### src/rtl/dq_pkg.sv
// Shared constants, types and helpers for the double-ended queue.
`default_nettype none

package dq_pkg;

	// ring store size and derived widths
	localparam int DEPTH  = 16;
	localparam int IDX_W  = $clog2(DEPTH);
	localparam int CNT_W  = $clog2(DEPTH + 1);

	// command queue between front and back
	localparam int QDEPTH = 2;
	localparam int QA_W   = $clog2(QDEPTH);
	localparam int QC_W   = $clog2(QDEPTH + 1);

	// func codes on the input port
	localparam logic [3:0] FN_PUSH_FRONT = 4'd0;
	localparam logic [3:0] FN_PUSH_BACK  = 4'd1;
	localparam logic [3:0] FN_POP_FRONT  = 4'd2;
	localparam logic [3:0] FN_POP_BACK   = 4'd3;
	localparam logic [3:0] FN_READ_FRONT = 4'd4;
	localparam logic [3:0] FN_READ_BACK  = 4'd5;
	localparam logic [3:0] FN_LIST       = 4'd6;
	localparam logic [3:0] FN_CLEAR      = 4'd7;
	localparam logic [3:0] FN_REVERSE    = 4'd8;
	localparam logic [3:0] FN_SORT       = 4'd9;

	// status codes
	localparam logic [1:0] ST_OK    = 2'd0;
	localparam logic [1:0] ST_EMPTY = 2'd1;
	localparam logic [1:0] ST_FULL  = 2'd2;

	typedef enum logic [3:0] {
		OP_NOP,
		OP_PUSH_FRONT,
		OP_PUSH_BACK,
		OP_POP_FRONT,
		OP_POP_BACK,
		OP_READ_FRONT,
		OP_READ_BACK,
		OP_LIST,
		OP_CLEAR,
		OP_REVERSE,
		OP_SORT
	} op_t;

	typedef struct packed {
		op_t         op;
		logic [31:0] value;
	} cmd_t;

	typedef struct packed {
		logic [31:0] value;
		logic [1:0]  status;
		logic [4:0]  count;
		logic        is_empty;
		logic        last;
	} res_t;

	// fold an internal count onto the 5-bit count field
	function automatic logic [4:0] count5(input logic [CNT_W-1:0] c);
		logic [31:0] w;
		begin
			w = 32'(c);
			return w[4:0];
		end
	endfunction

endpackage

`default_nettype wire

### src/rtl/dq_front.sv
// Front end: takes the start handshake and classifies func into an operation.
`default_nettype none

module dq_front (
	input  wire logic         start,
	input  wire logic [3:0]   func,
	input  wire logic [31:0]  value,
	input  wire logic         q_full,
	output logic              busy,
	output logic              push,
	output dq_pkg::cmd_t      cmd
);
	import dq_pkg::*;

	op_t op;

	always_comb begin
		case (func)
			FN_PUSH_FRONT: op = OP_PUSH_FRONT;
			FN_PUSH_BACK:  op = OP_PUSH_BACK;
			FN_POP_FRONT:  op = OP_POP_FRONT;
			FN_POP_BACK:   op = OP_POP_BACK;
			FN_READ_FRONT: op = OP_READ_FRONT;
			FN_READ_BACK:  op = OP_READ_BACK;
			FN_LIST:       op = OP_LIST;
			FN_CLEAR:      op = OP_CLEAR;
			FN_REVERSE:    op = OP_REVERSE;
			FN_SORT:       op = OP_SORT;
			default:       op = OP_NOP;
		endcase
	end

	assign busy      = q_full;
	assign push      = start & ~q_full;
	assign cmd.op    = op;
	assign cmd.value = value;

endmodule

`default_nettype wire

### src/rtl/dq_cmdq.sv
// Small command queue that decouples the front end from the back end.
`default_nettype none

module dq_cmdq (
	input  wire logic          clk,
	input  wire logic          arst_n,
	input  wire logic          push,
	input  wire dq_pkg::cmd_t  cmd_in,
	input  wire logic          pop,
	output logic               valid,
	output logic               full,
	output dq_pkg::cmd_t       cmd_out
);
	import dq_pkg::*;

	cmd_t            entry_q [QDEPTH];
	logic [QA_W-1:0] wr_ptr_q;
	logic [QA_W-1:0] rd_ptr_q;
	logic [QC_W-1:0] fill_q;

	logic do_push;
	logic do_pop;

	assign valid   = (fill_q != '0);
	assign full    = (fill_q == QC_W'(QDEPTH));
	assign do_push = push & ~full;
	assign do_pop  = pop & valid;
	assign cmd_out = entry_q[rd_ptr_q];

	always_ff @(posedge clk) begin
		if (do_push) begin
			entry_q[wr_ptr_q] <= cmd_in;
		end
	end

	always_ff @(posedge clk or negedge arst_n) begin
		if (!arst_n) begin
			wr_ptr_q <= '0;
			rd_ptr_q <= '0;
			fill_q   <= '0;
		end else begin
			if (do_push) begin
				wr_ptr_q <= (wr_ptr_q == QA_W'(QDEPTH - 1)) ? '0 : wr_ptr_q + QA_W'(1);
			end
			if (do_pop) begin
				rd_ptr_q <= (rd_ptr_q == QA_W'(QDEPTH - 1)) ? '0 : rd_ptr_q + QA_W'(1);
			end
			if (do_push && !do_pop) begin
				fill_q <= fill_q + QC_W'(1);
			end else if (do_pop && !do_push) begin
				fill_q <= fill_q - QC_W'(1);
			end
		end
	end

endmodule

`default_nettype wire

### src/rtl/dq_back.sv
// Back end: ring store, head/count/direction state and the operation sequencer.
`default_nettype none

module dq_back (
	input  wire logic          clk,
	input  wire logic          arst_n,
	input  wire logic          q_valid,
	input  wire dq_pkg::cmd_t  cmd,
	output logic               pop,
	output logic               strobe,
	output dq_pkg::res_t       res
);
	import dq_pkg::*;

	localparam int SUM_W = IDX_W + 1;

	typedef enum logic [6:0] {
		S_IDLE  = 7'b0000001,
		S_RDOUT = 7'b0000010,
		S_LIST  = 7'b0000100,
		S_SRD0  = 7'b0001000,
		S_SRD1  = 7'b0010000,
		S_SCMP  = 7'b0100000,
		S_SEND  = 7'b1000000
	} state_t;

	// (a + b) mod DEPTH, with a < DEPTH and b < DEPTH
	function automatic logic [IDX_W-1:0] add_mod(input logic [IDX_W-1:0] a,
	                                              input logic [CNT_W-1:0] b);
		logic [SUM_W-1:0] s;
		begin
			s = SUM_W'(a) + SUM_W'(b);
			if (s >= SUM_W'(DEPTH)) begin
				s = s - SUM_W'(DEPTH);
			end
			return s[IDX_W-1:0];
		end
	endfunction

	// store address of logical position i (0 = front)
	function automatic logic [IDX_W-1:0] phys(input logic [IDX_W-1:0] head,
	                                           input logic [CNT_W-1:0] cnt,
	                                           input logic             flip,
	                                           input logic [CNT_W-1:0] i);
		logic [CNT_W-1:0] off;
		begin
			off = flip ? (cnt - CNT_W'(1) - i) : i;
			return add_mod(head, off);
		end
	endfunction

	logic [31:0]      slots [DEPTH];
	logic [31:0]      rdata_q;

	state_t           state_q, state_n;
	logic [IDX_W-1:0] head_q, head_n;
	logic [CNT_W-1:0] cnt_q, cnt_n;
	logic             flip_q, flip_n;
	logic [CNT_W-1:0] idx_q, idx_n;
	logic [CNT_W-1:0] len_q, len_n;
	logic [31:0]      carry_q, carry_n;
	logic             last_q, last_n;

	logic             rd_en;
	logic [IDX_W-1:0] rd_addr;
	logic             wr_en;
	logic [IDX_W-1:0] wr_addr;
	logic [31:0]      wr_data;

	logic             emit;
	logic [31:0]      e_value;
	logic [1:0]       e_status;
	logic             e_last;

	logic             strobe_q;
	res_t             res_q;

	logic             full;
	logic             empty;
	logic             front_op;
	logic             at_head;
	logic [IDX_W-1:0] head_m1;
	logic [IDX_W-1:0] head_p1;

	assign full     = (cnt_q == CNT_W'(DEPTH));
	assign empty    = (cnt_q == '0);
	assign head_m1  = (head_q == '0) ? IDX_W'(DEPTH - 1) : head_q - IDX_W'(1);
	assign head_p1  = (head_q == IDX_W'(DEPTH - 1)) ? '0 : head_q + IDX_W'(1);
	assign front_op = (cmd.op == OP_PUSH_FRONT) || (cmd.op == OP_POP_FRONT) ||
	                  (cmd.op == OP_READ_FRONT);
	// the end stored at head_q: front when not flipped, rear when flipped
	assign at_head  = (front_op == ~flip_q);

	always_comb begin
		state_n  = state_q;
		head_n   = head_q;
		cnt_n    = cnt_q;
		flip_n   = flip_q;
		idx_n    = idx_q;
		len_n    = len_q;
		carry_n  = carry_q;
		last_n   = last_q;
		rd_en    = 1'b0;
		rd_addr  = '0;
		wr_en    = 1'b0;
		wr_addr  = '0;
		wr_data  = '0;
		emit     = 1'b0;
		e_value  = '0;
		e_status = ST_OK;
		e_last   = 1'b1;
		pop      = 1'b0;

		case (state_q)
			S_IDLE: begin
				if (q_valid) begin
					pop = 1'b1;
					case (cmd.op)
						OP_PUSH_FRONT, OP_PUSH_BACK: begin
							emit = 1'b1;
							if (full) begin
								e_status = ST_FULL;
							end else begin
								wr_en   = 1'b1;
								wr_data = cmd.value;
								cnt_n   = cnt_q + CNT_W'(1);
								if (at_head) begin
									head_n  = head_m1;
									wr_addr = head_m1;
								end else begin
									wr_addr = add_mod(head_q, cnt_q);
								end
							end
						end
						OP_POP_FRONT, OP_POP_BACK, OP_READ_FRONT, OP_READ_BACK: begin
							if (empty) begin
								emit     = 1'b1;
								e_status = ST_EMPTY;
							end else begin
								rd_en   = 1'b1;
								rd_addr = at_head ? head_q : add_mod(head_q, cnt_q - CNT_W'(1));
								if (cmd.op == OP_POP_FRONT || cmd.op == OP_POP_BACK) begin
									cnt_n = cnt_q - CNT_W'(1);
									if (at_head) begin
										head_n = head_p1;
									end
								end
								state_n = S_RDOUT;
							end
						end
						OP_LIST: begin
							if (empty) begin
								emit     = 1'b1;
								e_status = ST_EMPTY;
							end else begin
								rd_en   = 1'b1;
								rd_addr = phys(head_q, cnt_q, flip_q, '0);
								idx_n   = CNT_W'(1);
								last_n  = (cnt_q == CNT_W'(1));
								state_n = S_LIST;
							end
						end
						OP_CLEAR: begin
							emit   = 1'b1;
							head_n = '0;
							cnt_n  = '0;
							flip_n = 1'b0;
						end
						OP_REVERSE: begin
							emit = 1'b1;
							if (empty) begin
								e_status = ST_EMPTY;
							end else begin
								flip_n = ~flip_q;
							end
						end
						OP_SORT: begin
							if (empty) begin
								emit     = 1'b1;
								e_status = ST_EMPTY;
							end else if (cnt_q == CNT_W'(1)) begin
								emit = 1'b1;
							end else begin
								len_n   = cnt_q;
								state_n = S_SRD0;
							end
						end
						default: begin
							emit = 1'b1;
						end
					endcase
				end
			end
			S_RDOUT: begin
				emit    = 1'b1;
				e_value = rdata_q;
				state_n = S_IDLE;
			end
			S_LIST: begin
				emit    = 1'b1;
				e_value = rdata_q;
				e_last  = last_q;
				if (last_q) begin
					state_n = S_IDLE;
				end else begin
					rd_en   = 1'b1;
					rd_addr = phys(head_q, cnt_q, flip_q, idx_q);
					last_n  = (idx_q == cnt_q - CNT_W'(1));
					idx_n   = idx_q + CNT_W'(1);
				end
			end
			// one bubble pass: the larger value rides along in carry_q
			S_SRD0: begin
				rd_en   = 1'b1;
				rd_addr = phys(head_q, cnt_q, flip_q, '0);
				state_n = S_SRD1;
			end
			S_SRD1: begin
				carry_n = rdata_q;
				rd_en   = 1'b1;
				rd_addr = phys(head_q, cnt_q, flip_q, CNT_W'(1));
				idx_n   = '0;
				state_n = S_SCMP;
			end
			S_SCMP: begin
				wr_en   = 1'b1;
				wr_addr = phys(head_q, cnt_q, flip_q, idx_q);
				if ($signed(carry_q) > $signed(rdata_q)) begin
					wr_data = rdata_q;
				end else begin
					wr_data = carry_q;
					carry_n = rdata_q;
				end
				if (idx_q + CNT_W'(1) == len_q - CNT_W'(1)) begin
					state_n = S_SEND;
				end else begin
					rd_en   = 1'b1;
					rd_addr = phys(head_q, cnt_q, flip_q, idx_q + CNT_W'(2));
					idx_n   = idx_q + CNT_W'(1);
				end
			end
			S_SEND: begin
				wr_en   = 1'b1;
				wr_addr = phys(head_q, cnt_q, flip_q, len_q - CNT_W'(1));
				wr_data = carry_q;
				len_n   = len_q - CNT_W'(1);
				if (len_q == CNT_W'(2)) begin
					emit    = 1'b1;
					state_n = S_IDLE;
				end else begin
					state_n = S_SRD0;
				end
			end
			default: begin
				state_n = S_IDLE;
			end
		endcase
	end

	// ring store: one write port, one registered read port
	always_ff @(posedge clk) begin
		if (wr_en) begin
			slots[wr_addr] <= wr_data;
		end
		if (rd_en) begin
			rdata_q <= slots[rd_addr];
		end
	end

	always_ff @(posedge clk) begin
		idx_q   <= idx_n;
		len_q   <= len_n;
		carry_q <= carry_n;
		last_q  <= last_n;
		if (emit) begin
			res_q.value    <= e_value;
			res_q.status   <= e_status;
			res_q.count    <= count5(cnt_n);
			res_q.is_empty <= (cnt_n == '0);
			res_q.last     <= e_last;
		end
	end

	always_ff @(posedge clk or negedge arst_n) begin
		if (!arst_n) begin
			state_q  <= S_IDLE;
			head_q   <= '0;
			cnt_q    <= '0;
			flip_q   <= 1'b0;
			strobe_q <= 1'b0;
		end else begin
			state_q  <= state_n;
			head_q   <= head_n;
			cnt_q    <= cnt_n;
			flip_q   <= flip_n;
			strobe_q <= emit;
		end
	end

	assign strobe = strobe_q;
	assign res    = res_q;

endmodule

`default_nettype wire

### src/rtl/double_ended_queue.sv
// Top level of the double-ended queue: front end, command queue and back end.
`default_nettype none

// Double-ended queue of signed 32-bit words in a ring store of DEPTH entries.
//
// Input: a word (func, value) is taken at a rising edge with start high and
// busy low. busy rises only when the two-entry command queue is full.
// Output: each result sits on the result ports for one cycle with strobe
// high; the receiver cannot hold results off, so none is ever stalled.
//
// Path of a word: it is written into the command queue, the back end takes it
// from there and registers its result; pop, read and list add the registered
// store read in between. Steps of the back-end sequencer and its store:
//   push, clear, reverse, unused codes, any operation on empty: idle state only
//   pop and read: idle, then S_RDOUT (registered store read)
//   list of n entries: one result per cycle, last on the final
//   sort of n >= 2 entries: bubble passes of length L = n..2, each through
//   S_SRD0, S_SRD1, S_SCMP per pair and S_SEND; one entry: idle state only
// The front end keeps taking words while the back end works, until the
// queue fills.
//
// Reset (arst_n low, asynchronous): empty deque, head at zero, normal
// direction, command queue empty, no strobe. Store contents are not cleared;
// only entries that were pushed are ever read.

module double_ended_queue (
	input  wire logic               clk,
	input  wire logic               arst_n,
	input  wire logic               start,
	output logic                    busy,
	input  wire logic [3:0]         func,
	input  wire logic signed [31:0] value,
	output logic                    strobe,
	output logic signed [31:0]      result_value,
	output logic [1:0]              status,
	output logic [4:0]              count,
	output logic                    is_empty,
	output logic                    last
);
	import dq_pkg::*;

	cmd_t fe_cmd;
	cmd_t be_cmd;
	res_t be_res;
	logic fe_push;
	logic q_full;
	logic q_valid;
	logic be_pop;

	// decode func and push the word into the command queue
	dq_front u_front (
		.start  (start),
		.func   (func),
		.value  (value),
		.q_full (q_full),
		.busy   (busy),
		.push   (fe_push),
		.cmd    (fe_cmd)
	);

	// lets the front keep accepting while a list or sort runs
	dq_cmdq u_cmdq (
		.clk     (clk),
		.arst_n  (arst_n),
		.push    (fe_push),
		.cmd_in  (fe_cmd),
		.pop     (be_pop),
		.valid   (q_valid),
		.full    (q_full),
		.cmd_out (be_cmd)
	);

	// store, ring pointers and the per-operation sequencer
	dq_back u_back (
		.clk     (clk),
		.arst_n  (arst_n),
		.q_valid (q_valid),
		.cmd     (be_cmd),
		.pop     (be_pop),
		.strobe  (strobe),
		.res     (be_res)
	);

	assign result_value = be_res.value;
	assign status       = be_res.status;
	assign count        = be_res.count;
	assign is_empty     = be_res.is_empty;
	assign last         = be_res.last;

	// a failed operation returns no value and closes its item
	a_fail_clean: assert property (@(posedge clk) disable iff (!arst_n)
		strobe && (status != ST_OK) |-> (result_value == 32'sd0) && last)
		else $error("failed operation returned a value or left item open");

	// empty flag tracks the reported count
	a_empty_flag: assert property (@(posedge clk) disable iff (!arst_n)
		strobe |-> (is_empty == (count == 5'd0)))
		else $error("is_empty disagrees with count");

	// a push is refused only with the store at capacity
	a_full_cnt: assert property (@(posedge clk) disable iff (!arst_n)
		strobe && (status == ST_FULL) |-> (count == count5(CNT_W'(DEPTH))))
		else $error("full status with store not at capacity");

	// a list result that is not the last is followed right away by the next
	a_list_run: assert property (@(posedge clk) disable iff (!arst_n)
		strobe && !last |=> strobe)
		else $error("gap inside a list run");

endmodule

`default_nettype wire
### config.mk
export PLATFORM = sky130hd
export DESIGN_NAME = double_ended_queue
export DESIGN_NICKNAME = d
export VERILOG_FILES = /design/src/rtl/dq_pkg.sv /design/src/rtl/dq_front.sv /design/src/rtl/dq_cmdq.sv /design/src/rtl/dq_back.sv /design/src/rtl/double_ended_queue.sv
export SDC_FILE = /design/constraint.sdc
export NUM_CORES = 1
export LEC_CHECK = 0
export ABC_AREA = 1
export ABC_CLOCK_PERIOD_IN_PS = 5600
export BUFFER_PORTS_ARGS = -buffer_cell sky130_fd_sc_hd__buf_2
export CAP_MARGIN = 25
export CELL_PAD_IN_SITES_DETAIL_PLACEMENT = 0
export CELL_PAD_IN_SITES_GLOBAL_PLACEMENT = 2
export CORE_AREA = 2 2 298 300
export DETAILED_ROUTE_END_ITERATION = 12
export DIE_AREA = 0 0 300 302
export PLACE_DENSITY = 0.75
export SYNTH_ARGS = -nofsm -noshare
export SYNTH_HDL_FRONTEND = slang
export SYNTH_HIERARCHICAL = 1
export SYNTH_SLANG_ARGS = --single-unit
export TNS_END_PERCENT = 10
### constraint.sdc
create_clock -name clk -period 5.6 [get_ports clk]
set_input_delay 0.28 -clock clk [delete_from_list [all_inputs] [get_ports clk]]
set_output_delay 0.28 -clock clk [all_outputs]
set_load 0.03 [all_outputs]
==> run_results.csv, run 1 <==
group,metric,value,unit
outcome,outcome,"completed",
worst_hold_path,hp-class,"primary input to flop",
finish,nFillCells,8256,
place,dp_hpwl,62000,µm
yosys,yosysSeqAreaShare,60.6,%
place,io_buffers,81,
clocking,cts_setup_buffers,0,
power_and_ir_drop,p_per_area,503,nW/µm²
yosys,synth-xor-area-share,0.812,%
finish,mostFrequentLayoutCells,"edfxtp_1, inv_1, nand2_1",
power_and_ir_drop,p_total,20.2,mW
worst_setup_path,reg2reg_from,"u_back/cnt_q[1]$_DFF_PN0_",
yosys,synthMuxAreaShare,0,%
clocking,cts_max_level,3,
drt,drc_errors,0,
sta,finalMaxSlewViolations,0,
die,io_pins,82,
clocking,holdBufCountCts,34,
die,initial_utilization,40.6,%
sta,timing.hold.ws,0.0582,ns
sta,finalHoldViolCount,0,
clocking,cts.sinks,722,
die,coreArea,87600,µm²
worst_setup_path,crit_path_start_kind,"flop",
finish,drive_above_1_share,9.18,%
drt,ant_nets,0,
worst_setup_path,reg2reg_slack,0.81,ns
place,place_congestion,0.856,
yosys,synth_top_family_by_area,"simple AND/OR/NAND/NOR gates",
global_routing,grt_pass1_wl,155000,µm
drt,wl,101000,µm
sta,setup-tns-final,0,ns
place,placed_cell_area,37200,µm²
sta,max_freq,209,MHz
sta,tightest_slew,1.32,ns
flow_run,maxCapViolCount,0,
yosys,syn_avg_cell_area,9.84,µm²
drt,drtIter0Drc,2407,
worst_setup_path,r2r-end,"u_back/slots[1][25]$_DFFE_PP_",
drt,viasPerCell,5.21,
power_and_ir_drop,p_leak,17.1,nW
sta,fin_skew,0.0241,ns
clocking,path_clk_slew,0.07,ns
clocking,clock_path_buffers,3,
clocking,cts_tree,"done",
die,dieArea,90600,µm²
finish,final_common_cell,"edfxtp_1",
worst_setup_path,reg2regPathDepth,15,
yosys,synth_simple_gate_area_share,21.8,%
finish,finalNonFillerCells,4879,
worst_setup_path,path_max_fanout,32,
die,die_w,300,µm
yosys,synth_compound_gate_area_share,2.43,%
global_routing,grt_max_degree,175,
drt,vias,25400,
yosys,synth_warnings,6,
drt,wl_per_cell,20.7,µm
finish,design_area,40200,µm²
place,dpl.cell_count,4703,
yosys,synth_fa_ha_area_share,3.31,%
finish,area_growth_syn_to_layout,12.9,%
sta,min_period_over_period,85.5,%
global_routing,grt_pass1_vias,24900,
yosys,yosys.cell_types.count,44,
clocking,cts_resized,0,
sta,relSlewSlack,12.1,%
sta,rsz0062_at_grt,"false",
yosys,synth_area,35600,µm²
clocking,insertion_delay,0.63,ns
global_routing,grt_antenna_before_repair,3,
finish,nets,3782,
global_routing,grt_util_all_layers,22.4,%
worst_setup_path,worstSetupEndpoint,"u_back/slots[1][25]$_DFFE_PP_",
worst_setup_path,crit_arrival,5.05,ns
worst_setup_path,critPathLaunch,"u_back/cnt_q[1]$_DFF_PN0_",
die,rows,109,
yosys,synth_nets,3741,
power_and_ir_drop,peakVddDrop,0.313,mV
sta,setup-violations-final,0,
clocking,root_buffer,"clkbuf_16",
worst_setup_path,endpoint_kind,"flop",
die,fp.dieH,302,µm
worst_setup_path,critPathKind,"flop to flop",
worst_setup_path,critPathRequiredTime,5.86,ns
yosys,syn_inst,3614,
yosys,synth_seq_cells,722,
clocking,numCtsBuffers,81,
global_routing,grt-ovfl-total,0,
drt,drtPass1Iterations,5,
sta,finalCriticalPeriod,4.79,ns
[flip-flops by register name, indices dropped and copies added, names as in the netlist]
| name | flops |
|---|---|
| u_back/len_q | 5 |
| u_cmdq/rd_ptr_q | 1 |
| u_back/idx_q | 5 |
| u_back/head_q | 4 |
| u_back/rdata_q | 32 |
| u_back/state_q | 7 |
| u_back/strobe | 1 |
| u_back/flip_q | 1 |
| u_back/cnt_q | 5 |
| u_back/carry_q | 32 |
| u_cmdq/fill_q | 2 |
| u_back/res | 41 |
| u_cmdq/wr_ptr_q | 1 |
| u_back/last_q | 1 |
| u_back/slots | 512 |
| u_cmdq/entry_q | 72 |
[cells in the mapped netlist (all sizes together)]
cell,count,share of area [%]
a21oi,47,0.67
dfstp,1,0.074
o21ai,75,1.1
nand3b,4,0.084
nand4,269,4.7
clkbuf,56,0.59
inv,718,7.6
nor3,10,0.17
o22ai,7,0.12
o21bai,5,0.11
o2111ai,1,0.025
edfxtp,700,59
a221oi,1,0.025
xnor2,14,0.34
a211oi,5,0.11
nand2,687,7.3
ha,78,2.7
xor2,19,0.47
nor2,129,1.5
o211ai,5,0.11
a21o,2,0.042
nor4,2,0.035
nand3,562,7.9
dfrtp,21,1.5
or2,3,0.053
o221ai,1,0.025
clkinv,1,0.011
buf,173,2.8
fa,10,0.56
a31oi,5,0.088
o21a,3,0.063
[power breakdown]
group          switching (mW)  total [mW]  internal, mW
clock network            2.20        5.36          3.16
registers               0.446        7.44          6.99
logic                    5.21        7.40          2.19
[worst max-delay path: stages, from the launching register on]
cell and delay (ns):
dfrtp_1 0.50, inv_1 0.20, ha_1 0.59, fa_1 0.48
or2_2 0.29, o21ai_0 0.12, inv_1 0.10, fa_1 0.41
xnor2_1 0.13, nand2_1 0.07, o21ai_0 0.08, o21bai_1 0.21
inv_1 0.10, nand4_1 0.41, nor2_4 0.20, buf_4 0.50
[worst min path at each step]
stage	cells after the start	start	end
4_1_cts	3	func[2]	u_cmdq/entry_q[0][35]$_DFFE_PP_
2_1_floorplan	0	arst_n	u_back/cnt_q[0]$_DFF_PN0_
3_5_place_dp	1	arst_n	u_back/state_q[4]$_DFFE_PN0P_
3_3_place_gp	1	arst_n	u_back/cnt_q[4]$_DFF_PN0_
6_report	3	func[2]	u_cmdq/entry_q[0][35]$_DFFE_PP_
5_1_grt	3	func[2]	u_cmdq/entry_q[1][35]$_DFFE_PP_
[stage by stage]
step	worst slack [ns]	util (%)
after floorplan	0.703	-
after global placement	0.935	42.4
after detailed placement	0.791	42.4
after CTS	0.764	45.9
after global routing	0.444	45.9
final	0.814	45.9
[cell type report]
class                           count  area, µm²  area share (%)
Sequential cell                   722      21600            53.7
Multi-Input combinational cell   1944      10300            25.6
Inverter                          719       2700            6.72
Clock buffer                       97       2110            5.25
Timing Repair Buffer              187       1470            3.67
Tap cell                         1165       1460            3.63
Clock inverter                     44        548            1.36
Antenna cell                        1       2.50         0.00623
[logic make-up (layout without fill, tap and decap cells)]
| group | after synthesis | after routing |
|---|---|---|
| compound gates | 157 | 157 |
| xor+xnor | 33 | 33 |
| fa+ha+maj | 88 | 88 |
| buf+inv | 948 | 1047 |
| flops | 722 | 722 |
| other cells | 0 | 1 |
| simple gates | 1666 | 1666 |
[layer usage]
| metal | wire, µm | track usage, % | vias to the layer above | part of all wire, % |
|---|---|---|---|---|
| met3 | 5330 | 2.66 | 112 | 5.3 |
| met1 | 48800 | 33.4 | 12400 | 48 |
| li1 | - | - | 12200 | - |
| met4 | 1590 | 5.25 | 0 | 1.6 |
| met2 | 45400 | 35.0 | 710 | 45 |
| met5 | 0 | 0 | - | 0 |
(Power assumes the default switching activity.)
==> inputs of run 2 (changes only) <==
--- a/config.mk
+++ b/config.mk
@@ -11,10 +11,11 @@
 export CAP_MARGIN = 25
 export CELL_PAD_IN_SITES_DETAIL_PLACEMENT = 0
 export CELL_PAD_IN_SITES_GLOBAL_PLACEMENT = 2
-export CORE_AREA = 2 2 298 300
+export CORE_AREA = 2 2 291 293
+export CTS_BUF_LIST = sky130_fd_sc_hd__clkbuf_4
 export DETAILED_ROUTE_END_ITERATION = 12
-export DIE_AREA = 0 0 300 302
-export PLACE_DENSITY = 0.75
+export DIE_AREA = 0 0 293 295
+export PLACE_DENSITY_LB_ADDON = 0.1
 export SYNTH_ARGS = -nofsm -noshare
 export SYNTH_HDL_FRONTEND = slang
 export SYNTH_HIERARCHICAL = 1
==> run_results.csv, run 2 (same netlist as run 1, synthesis figures left out) <==
group,metric,value,unit
global_routing,grt_antenna_before_repair,4,
worst_setup_path,crit_path_start_kind,"flop",
sta,rsz0062_at_grt,"false",
finish,final_common_cell,"edfxtp_1",
global_routing,grt-ovfl-total,0,
drt,viasPerCell,5.23,
clocking,cts_max_level,4,
clocking,root_buffer,"clkbuf_4",
power_and_ir_drop,swShare,40.5,%
worst_setup_path,crit_chain,"inv_1 -> ha_1 -> fa_1 -> a21oi_1 -> inv_1 -> fa_1 -> xor2_1 -> inv_1 -> a211oi_1 -> nand3_4 -> inv_2 -> buf_4 -> nand3_1 -> nand3_1 -> nand2_1",
drt,wl,103000,µm
clocking,path_clk_slew,0.06,ns
worst_setup_path,critPathKind,"flop to flop",
power_and_ir_drop,peakVddDrop,0.392,mV
die,fp.dieH,295,µm
worst_setup_path,max_stage_delay,0.59,ns
worst_setup_path,crit_arrival,5.64,ns
worst_setup_path,critPathRequiredTime,6.44,ns
worst_hold_path,hp-class,"primary input to flop",
flow_run,maxCapViolCount,0,
finish,largest_reg_flops,512,
worst_setup_path,path_buf_inv,5,
die,rows,106,
finish,nets,3927,
power_and_ir_drop,internal-power,11.7,mW
finish,mostFrequentLayoutCells,"edfxtp_1, inv_1, nand2_1",
sta,min_period_over_period,85.7,%
drt,drtIter0Drc,1847,
finish,drive_above_1_share,13.0,%
drt,wl_per_cell,20.5,µm
drt,ant_nets,0,
global_routing,grt_pass1_vias,26000,
clocking,insertion_delay,1.13,ns
sta,finalCriticalPeriod,4.80,ns
die,dieArea,86400,µm²
sta,finalHoldViolCount,0,
drt,drc_errors,0,
place,place_congestion,0.854,
worst_setup_path,endpoint_kind,"flop",
worst_setup_path,path_max_fanout,23,
sta,fin_skew,0.0657,ns
worst_setup_path,cpLargestDelayFamily,"adder cells",
worst_setup_path,cp.depth,15,
clocking,cts.sinks,722,
global_routing,grt_util_all_layers,23.9,%
sta,relSlewSlack,26.7,%
die,coreArea,83200,µm²
finish,area_growth_syn_to_layout,13.0,%
die,die_w,293,µm
clocking,clock_path_buffers,3,
place,io_buffers,81,
sta,tightest_slew,1.10,ns
power_and_ir_drop,p_leak,17.4,nW
clocking,cts_resized,0,
sta,max_freq,208,MHz
power_and_ir_drop,pwr-share-clk,24.3,%
finish,top_register,"u_back/slots",
place,placed_cell_area,36900,µm²
finish,nFillCells,7784,
sta,setup-violations-final,0,
power_and_ir_drop,p_seq_share,37.9,%
die,initial_utilization,42.8,%
clocking,cts_tree,"done",
die,io_pins,82,
worst_setup_path,crit_path_frequent_cell,"inv_1",
finish,fin_util,48.4,%
global_routing,grt_max_degree,129,
power_and_ir_drop,p_sw,7.94,mW
outcome,outcome,"completed",
sta,finalMaxSlewViolations,0,
clocking,cts_setup_buffers,0,
global_routing,grt_pass1_wl,156000,µm
power_and_ir_drop,p_per_area,487,nW/µm²
worst_hold_path,hold_depth,4,
clocking,numCtsBuffers,196,
sta,setup-tns-final,0,ns
power_and_ir_drop,power_frac_comb,37.9,%
drt,vias,26300,
finish,design_area,40200,µm²
worst_setup_path,reg2regPathDepth,15,
place,dp_hpwl,60800,µm
worst_setup_path,slowest_stage,"ha_1",
drt,drtPass1Iterations,5,
## run 2: cell count changes in the layout (fill, tap and decap cells not counted), moves of 4 or more
cell	delta
buf_12	-4
buf_4	-7
bufinv_16	-5
clkbuf_1	-15
clkbuf_16	-82
clkbuf_4	+279
clkinv_1	+35
clkinv_2	-6
clkinvlp_4	-4
diode_2	+7
dlygate4sd3_1	+41
## run 2: layout make-up
class	count	area, µm²	area share [%]
Timing Repair Buffer	217	1750	4.36
Antenna cell	8	20.0	0.0498
Sequential cell	722	21600	53.7
Tap cell	1080	1350	3.36
Inverter	719	2700	6.71
Multi-Input combinational cell	1944	10300	25.6
Clock inverter	64	412	1.02
Clock buffer	279	2090	5.21
## run 2: worst paths after layout
path | from | endpoint | slack, ns
setup / recovery | u_back/cnt_q[1]$_DFF_PN0_ | u_back/rdata_q[29]$_DFFE_PP_ | 0.80
hold / removal | func[3] | u_cmdq/entry_q[1][32]$_DFFE_PP_ | 0.22
setup reg to reg | u_back/cnt_q[1]$_DFF_PN0_ | u_back/rdata_q[29]$_DFFE_PP_ | 0.80
hold reg to reg | u_back/rdata_q[10]$_DFFE_PP_ | u_back/carry_q[10]$_DFFE_PP_ | 0.46
max in group asynchronous | arst_n | u_cmdq/fill_q[1]$_DFFE_PN0P_ | 5.14
min in group asynchronous | arst_n | u_back/state_q[0]$_DFFE_PN1P_ | 0.24
## run 2: worst reg2reg max path, stage by stage (launching register included)
cell      delay, ns
dfrtp_1        0.49
inv_1          0.20
ha_1           0.59
fa_1           0.49
a21oi_1        0.23
inv_1          0.08
fa_1           0.38
xor2_1         0.21
inv_1          0.06
a211oi_1       0.47
nand3_4        0.13
inv_2          0.39
buf_4          0.50
nand3_1        0.19
nand3_1        0.11
nand2_1        0.05
## run 2: what timing repair did
| item | in CTS | in global routing |
|---|---|---|
| setup endpoints to repair | 0 | 0 |
| hold buffers | 76 | 0 |
| hold endpoints to repair | 133 | 0 |
## run 2: power by group through the flow
stage	sequential, mW	combinational [mW]	clock (mW)
detailed placement	7.53	7.37	0
CTS	7.42	7.45	4.92
global placement	7.53	7.30	0
floorplan	7.64	4.84	0
finish	7.42	7.42	4.75
global route	7.48	8.30	5.19
## run 2: through the flow
| stage | hold WS (ns) | total power, mW | std cells | worst slack, ns |
|---|---|---|---|---|
| 5_1_grt | 0.170 | 21.0 | 5032 | 0.521 |
| 3_3_place_gp | 0.324 | 14.8 | 4605 | 0.926 |
| 4_1_cts | 0.146 | 19.8 | 5025 | 0.815 |
| 6_report | 0.223 | 19.6 | 5033 | 0.800 |
| 2_1_floorplan | -0.0156 | 12.5 | 3614 | 0.703 |
| 3_5_place_dp | 0.335 | 14.9 | 4606 | 0.841 |
## run 2: metal layers
metal  vias up  GRT usage, %  routed length (µm)
met3       166          3.93                5320
li1      12600             -                   -
met2       763          37.3               46600
met4         0          8.43                2380
met1     12800          33.9               48700
met5         -             0                   0
